[src/rtl/core/swm_pkg.sv]
// Shared constants and types for the sliding window minimum block.
// No dependencies; used by swm_cell and sliding_window_minimum.
`timescale 1ns / 1ps

package swm_pkg;

	localparam int WINDOW_MAX_DEF   = 64;
	localparam int SAMPLE_WIDTH_DEF = 32;
	localparam int CFG_W            = 7;
	localparam logic [CFG_W-1:0] LEN_RESET = CFG_W'(1);

	// Per-cycle command broadcast to every cell of the queue
	typedef struct packed {
		logic step;   // a sample transaction is taken: age, pop, append
		logic clear;  // start of sequence: window is emptied first
		logic shift;  // front entry leaves, everything moves one cell forward
	} swm_ctrl_t;

endpackage

[src/rtl/core/swm_cell.sv]
// One entry of the monotonic queue: value, age and occupancy.
// Depends on swm_pkg (swm_ctrl_t).
`timescale 1ns / 1ps

module swm_cell #(
	parameter int SAMPLE_WIDTH = swm_pkg::SAMPLE_WIDTH_DEF,
	parameter int AGE_W        = 7
) (
	input  logic                    clk,
	input  logic                    arst_n,
	input  swm_pkg::swm_ctrl_t      ctrl,
	input  logic [SAMPLE_WIDTH-1:0] sample,
	input  logic                    left_keep,   // cell ahead keeps its entry
	input  logic                    right_valid, // entry of the cell behind
	input  logic [SAMPLE_WIDTH-1:0] right_value,
	input  logic [AGE_W-1:0]        right_age,
	output logic                    keep,
	output logic                    valid_q,
	output logic [SAMPLE_WIDTH-1:0] value_q,
	output logic [AGE_W-1:0]        age_q
);

	logic                    sh_valid;
	logic [SAMPLE_WIDTH-1:0] sh_value;
	logic [AGE_W-1:0]        sh_age;
	logic                    take_sample;
	logic                    en;

	always_comb begin
		sh_valid = ctrl.shift ? right_valid : valid_q;
		sh_value = ctrl.shift ? right_value : value_q;
		sh_age   = ctrl.shift ? right_age   : age_q;
		if (ctrl.clear) begin
			sh_valid = 1'b0;
		end
	end

	// entries not below the new sample are popped from the back
	assign keep = sh_valid && (!ctrl.step || ($signed(sh_value) < $signed(sample)));
	assign take_sample = ctrl.step && !keep && left_keep;
	assign en = ctrl.step || ctrl.shift;

	always_ff @(posedge clk or negedge arst_n) begin
		if (!arst_n) begin
			valid_q <= 1'b0;
			age_q   <= '0;
		end else if (en) begin
			if (keep) begin
				valid_q <= 1'b1;
				age_q   <= ctrl.step ? sh_age + AGE_W'(1) : sh_age;
			end else if (take_sample) begin
				valid_q <= 1'b1;
				age_q   <= '0;
			end else begin
				valid_q <= 1'b0;
				age_q   <= '0;
			end
		end
	end

	always_ff @(posedge clk) begin
		if (en) begin
			value_q <= take_sample ? sample : sh_value;
		end
	end

endmodule

[config.mk]
export PLATFORM = sky130hd
export DESIGN_NAME = swm_cell
export DESIGN_NICKNAME = d
export VERILOG_FILES = /design/src/rtl/core/swm_pkg.sv /design/src/rtl/core/swm_cell.sv
export SDC_FILE = /design/constraint.sdc
export NUM_CORES = 1
export LEC_CHECK = 0
export BUFFER_PORTS_ARGS = -buffer_cell sky130_fd_sc_hd__buf_4
export CAP_MARGIN = 20
export CORE_MARGIN = 2
export CORE_UTILIZATION = 28
export DETAILED_ROUTE_END_ITERATION = 8
export SLEW_MARGIN = 20
export SYNTH_ARGS = -nofsm -noshare
export SYNTH_HDL_FRONTEND = slang
export SYNTH_SLANG_ARGS = --single-unit
export TNS_END_PERCENT = 30
[constraint.sdc]
create_clock -name clk -period 5.6 [get_ports clk]
set_clock_uncertainty 0.1 [all_clocks]
set_input_delay 1.12 -clock clk [delete_from_list [all_inputs] [get_ports clk]]
set_output_delay 1.12 -clock clk [all_outputs]
set_load 0.05 [all_outputs]
# ---- Word level (Yosys, flattened, before mapping)
# Cells that the tools add are included.
dict set report totals {
  ff_bits 40
  in_bits 78
  output_inout_bits 41
  elab_cells 21
}
dict set report op_classes {
  n_addsub 1
  magnitude_cmp 1
  mux 9
  n_reduce_logical 7
}
# op count
set ops {}
lappend ops {{$mux 32} 2}
lappend ops {{$lt 32x32->1} 1}
lappend ops {{$mux 7} 3}
lappend ops {{$add 7x1->7 const B} 1}
lappend ops {{$mux 1} 4}
lappend ops {{$logic_and 1x1->1} 3}
lappend ops {{$logic_not 1->1} 2}
lappend ops {{$logic_or 1x1->1} 2}

# ---- Depth between registers and ports, before layout
dict set report depth {
  word_depth 9
  depth_mapped 12
  mapped_depth_nobuf 8
}

# ---- Worst setup path before layout
# OpenSTA, ideal clock, no wires.
dict set report synth_path {
  path_kind {input to output}
  from {in ctrl[0] (netlist name)}
  to {out keep}
  t_arrival_ns 4.287
  required_time_ns 4.380
  setup_slack_ns 0.093
  cell_stages 11
  n_path_buf 3
  cell_sequence {buf_2 buf_2 buf_1 mux2_2 ha_1 a211oi_2 o21ai_1 o221a_1 o21ai_0 a31oi_1 nor2_1}
}
dict set report synth_between {
  elab_chain_cells 4
  elab_cells_between_ends 6
  classes_between {order compare: 1; mux: 3; reduce/logical: 2}
}
# element line_no
set synth_rtl {}
lappend synth_rtl {{from (decl)} swm_cell.sv:11} ;# input swm_pkg::swm_ctrl_t ctrl,
lappend synth_rtl {{$mux 32} swm_cell.sv:31} ;# sh_value = ctrl.shift ? right_value : value_q;
lappend synth_rtl {{$lt 32x32->1} swm_cell.sv:39} ;# assign keep = sh_valid && (!ctrl.step || ($signed(sh_value) < $signed(sample)));
lappend synth_rtl {{$logic_or 1x1->1} swm_cell.sv:39}
lappend synth_rtl {{$logic_and 1x1->1 *} swm_cell.sv:39}
lappend synth_rtl {{to (decl)} swm_cell.sv:17} ;# output logic keep,
# Every way passes the cells marked *; elsewhere a longest branch is shown, timed or not.

# ---- Final worst setup path
# Ends and elaborated chain as after synthesis.

==> out/qor.txt <==
Status = completed
Total power = 1.142 mW
First drt pass iteration count = 4
Hold path cells = 2
Die width = 113.4 um
Synthesized flop and latch total = 40
Fin crit share = 91.21%
Syn Inst Count = 307
Worst Tran Pin Value = 0.7325 ns
Cell Area, Synth = 3353 um2
Clock tree buffer depth = 2
Clock power share = 24.9%
CP peak stage delay = 0.41 ns
Clock slew seen by the registers of the worst setup and hold paths = 0.06 ns
CP dominant cell by count = buf_4
Number of fill cells = 1171
Tmin final = 5.108 ns
Worst path cell trace = buf_4 > mux2_2 > ha_1 > a211oi_2 > o21ai_1 > o221a_1 > or3_4 > a31oi_1 > nor2_1 > buf_4
Die height = 113.4 um
Final Wtd Congestion = 0.7719
Largest net degree at the start of global routing = 34
Hpwl dp = 6733 um
Total core area = 11560 um2
RSZ-0062 raised after global routing = no
# diodes = 0
Routed Antenna Nets = 0
CTS root buf = clkbuf_16
Die area = 12870 um2
# setup viols final = 0
Port Buffers = 118
DR vias/cell = 4.895
Netlist cell types = 48
CP startpoint kind = primary input
Layout area overhead = 35.52%
Post-CTS Setup Bufs = 0
# placed instances = 563
Most common cell after layout, fill and taps aside = buf_4
Fmax = 195.8 MHz
DR vias = 2795
Non-filler cells, final = 571
Sw Pwr = 0.4100 mW
Worst Path Arrival = 3.89 ns
Synth warn = 0
First-pass GRT wire length = 14110 um
Total CTS buffers = 5
Relative slew slack = 51.17%
Syn Area/Cell = 10.92 um2
Max-Cap Viols = 0
Setup_tns = 0 ns
Switching Fraction = 35.89%
Endpoints failing hold = 0
Main synth FF type = edfxtp_1
Final net count = 537
1st-iter DRT viols = 175
Worst min path class = register to register
PwrDens = 251.4 nW/um2
Static leakage = 2.169 nW
Clock Latency Late Sink = 0.28 ns
Gr usage total = 13.74%
Post_cts resized = 0
Grt ovf = 0
Post-Syn Nets = 417
Antenna violations before repair = 0
Routed WL = 8681 um
Cells on worst reg2reg path = 9
WL/cell = 15.20 um
Sequential share of power = 34.2%
Cts hold-fix bufs = 0
CP required = 4.38 ns
Pins over their slew limit = 0
# DRC = 0
Setup crit end kind = primary output
Vias in the first global route = 2866
Comb pwr share = 40.9%
Crit path max-delay cell type = mux2_2
Post-synth ARST share = 20.00%
Worst IR drop on VDD = 0.1061 mV
CP max FO = 33
WHS = 0.4951 ns
Critical path class = primary input to primary output
CTS tree = built
H-tree depth = 2
EDFF count, synth = 32
Rows = 39
Post-synthesis sequential area ratio = 34.63%
Most frequent cells in the layout = buf_4, inv_1, mux2_2
Starting Density = 28.99%
Layout cells sized above 1 = 45.79%
CTS sink count = 40
I/O pin cnt = 119
Cell-internal power = 0.7323 mW
[power by group through the flow]
stage	combinational (mW)	sequential (mW)	clock, mW
final	0.467	0.391	0.285
after global routing	0.505	0.397	0.305
after CTS	0.471	0.392	0.296
after detailed placement	0.470	0.396	0
after global placement	0.463	0.397	0
after floorplan	0.196	0.518	0
[layer usage]
layer / GRT usage, % / vias to the layer above / routed length [um]
met5: 0 / - / 0
met4: 3.496 / 0 / 74
met3: 3.294 / 6 / 519
met2: 22.44 / 90 / 4029
met1: 18.38 / 1314 / 4057
li1: - / 1385 / -
[worst max-delay path: cells and delay by family]
family | cells | cell delay, ns
AOI/OAI and AO/OA | 4 | 0.89
buffers and inverters | 2 | 0.59
and+or+nand+nor | 2 | 0.51
muxes | 1 | 0.41
adders and majority gates | 1 | 0.33
[kinds of logic (layout without fill, tap and decap cells)]
group | Yosys count | in the layout | synth area share (%)
adders and majority gates | 32 | 32 | 11.94
muxes | 71 | 71 | 26.87
and+or+nand+nor | 59 | 59 | 8.545
DFF | 40 | 40 | 34.63
AOI/OAI and AO/OA | 53 | 53 | 10.86
buffers and inverters | 48 | 169 | 6.119
xor gates and xnor gates | 4 | 4 | 1.045
[cell usage after synthesis, drive strengths merged, types with 2 or more instances]
cell type  count  area share (%)
mux2          65              25
inv           37             4.1
edfxtp        32              29
ha            32              12
nand2         22             2.5
a21oi         15             2.2
o21ai         11             1.6
nor2          10             1.1
buf            8             1.6
dfrtp          8             6.0
nand3          8             1.2
nand4          7             1.3
mux2i          6             1.8
o211ai         4            0.90
a22oi          3            0.67
nor3           3            0.45
a211oi         2            0.60
a221oi         2            0.52
a31oi          2            0.37
clkbuf         2            0.22
nand3b         2            0.45
o22ai          2            0.37
o32ai          2            0.52
or3            2            0.52
xnor2          2            0.52
xor2           2            0.52
[sequential cells by signal, indices dropped and copies added (netlist names)]
| register | count |
|---|---|
| valid_q | 1 |
| value_q | 32 |
| age_q | 7 |
[cell type report]
type                       count  area (um2)  area share, %
multi-input combinational    219        1987          43.72
sequential                    40        1161          25.55
timing repair buffer         123       938.4          20.65
tap                          143       178.9          3.937
inverter                      38       142.6          3.139
clock buffer                   7       132.6          2.918
clock inverter                 1       3.754        0.08260
[stage by stage]
stage / util [%] / setup slack, ns / instance area, um2
floorplan: - / 0.09266 / 3353
global placement: 37.86 / 0.5470 / 4378
detailed placement: 38.12 / 0.4722 / 4408
CTS: 39.29 / 0.4852 / 4544
global route: 39.29 / 0.3071 / 4544
finish: 39.29 / 0.4923 / 4544
[final timing paths]
path	startpoint	to	slack, ns
worst max-delay path	ctrl[0]	keep	0.49
worst min-delay path	age_q[0]$_DFFE_PN0P_	age_q[0]$_DFFE_PN0P_	0.50
worst max register to register	value_q[23]$_DFFE_PP_	value_q[31]$_DFFE_PP_	2.19
worst min register to register	age_q[0]$_DFFE_PN0P_	age_q[0]$_DFFE_PN0P_	0.50
max in group asynchronous	arst_n	age_q[1]$_DFFE_PN0P_	4.72
min in group asynchronous	arst_n	age_q[4]$_DFFE_PN0P_	0.55
Note: power is estimated with default switching activity, not from simulation.
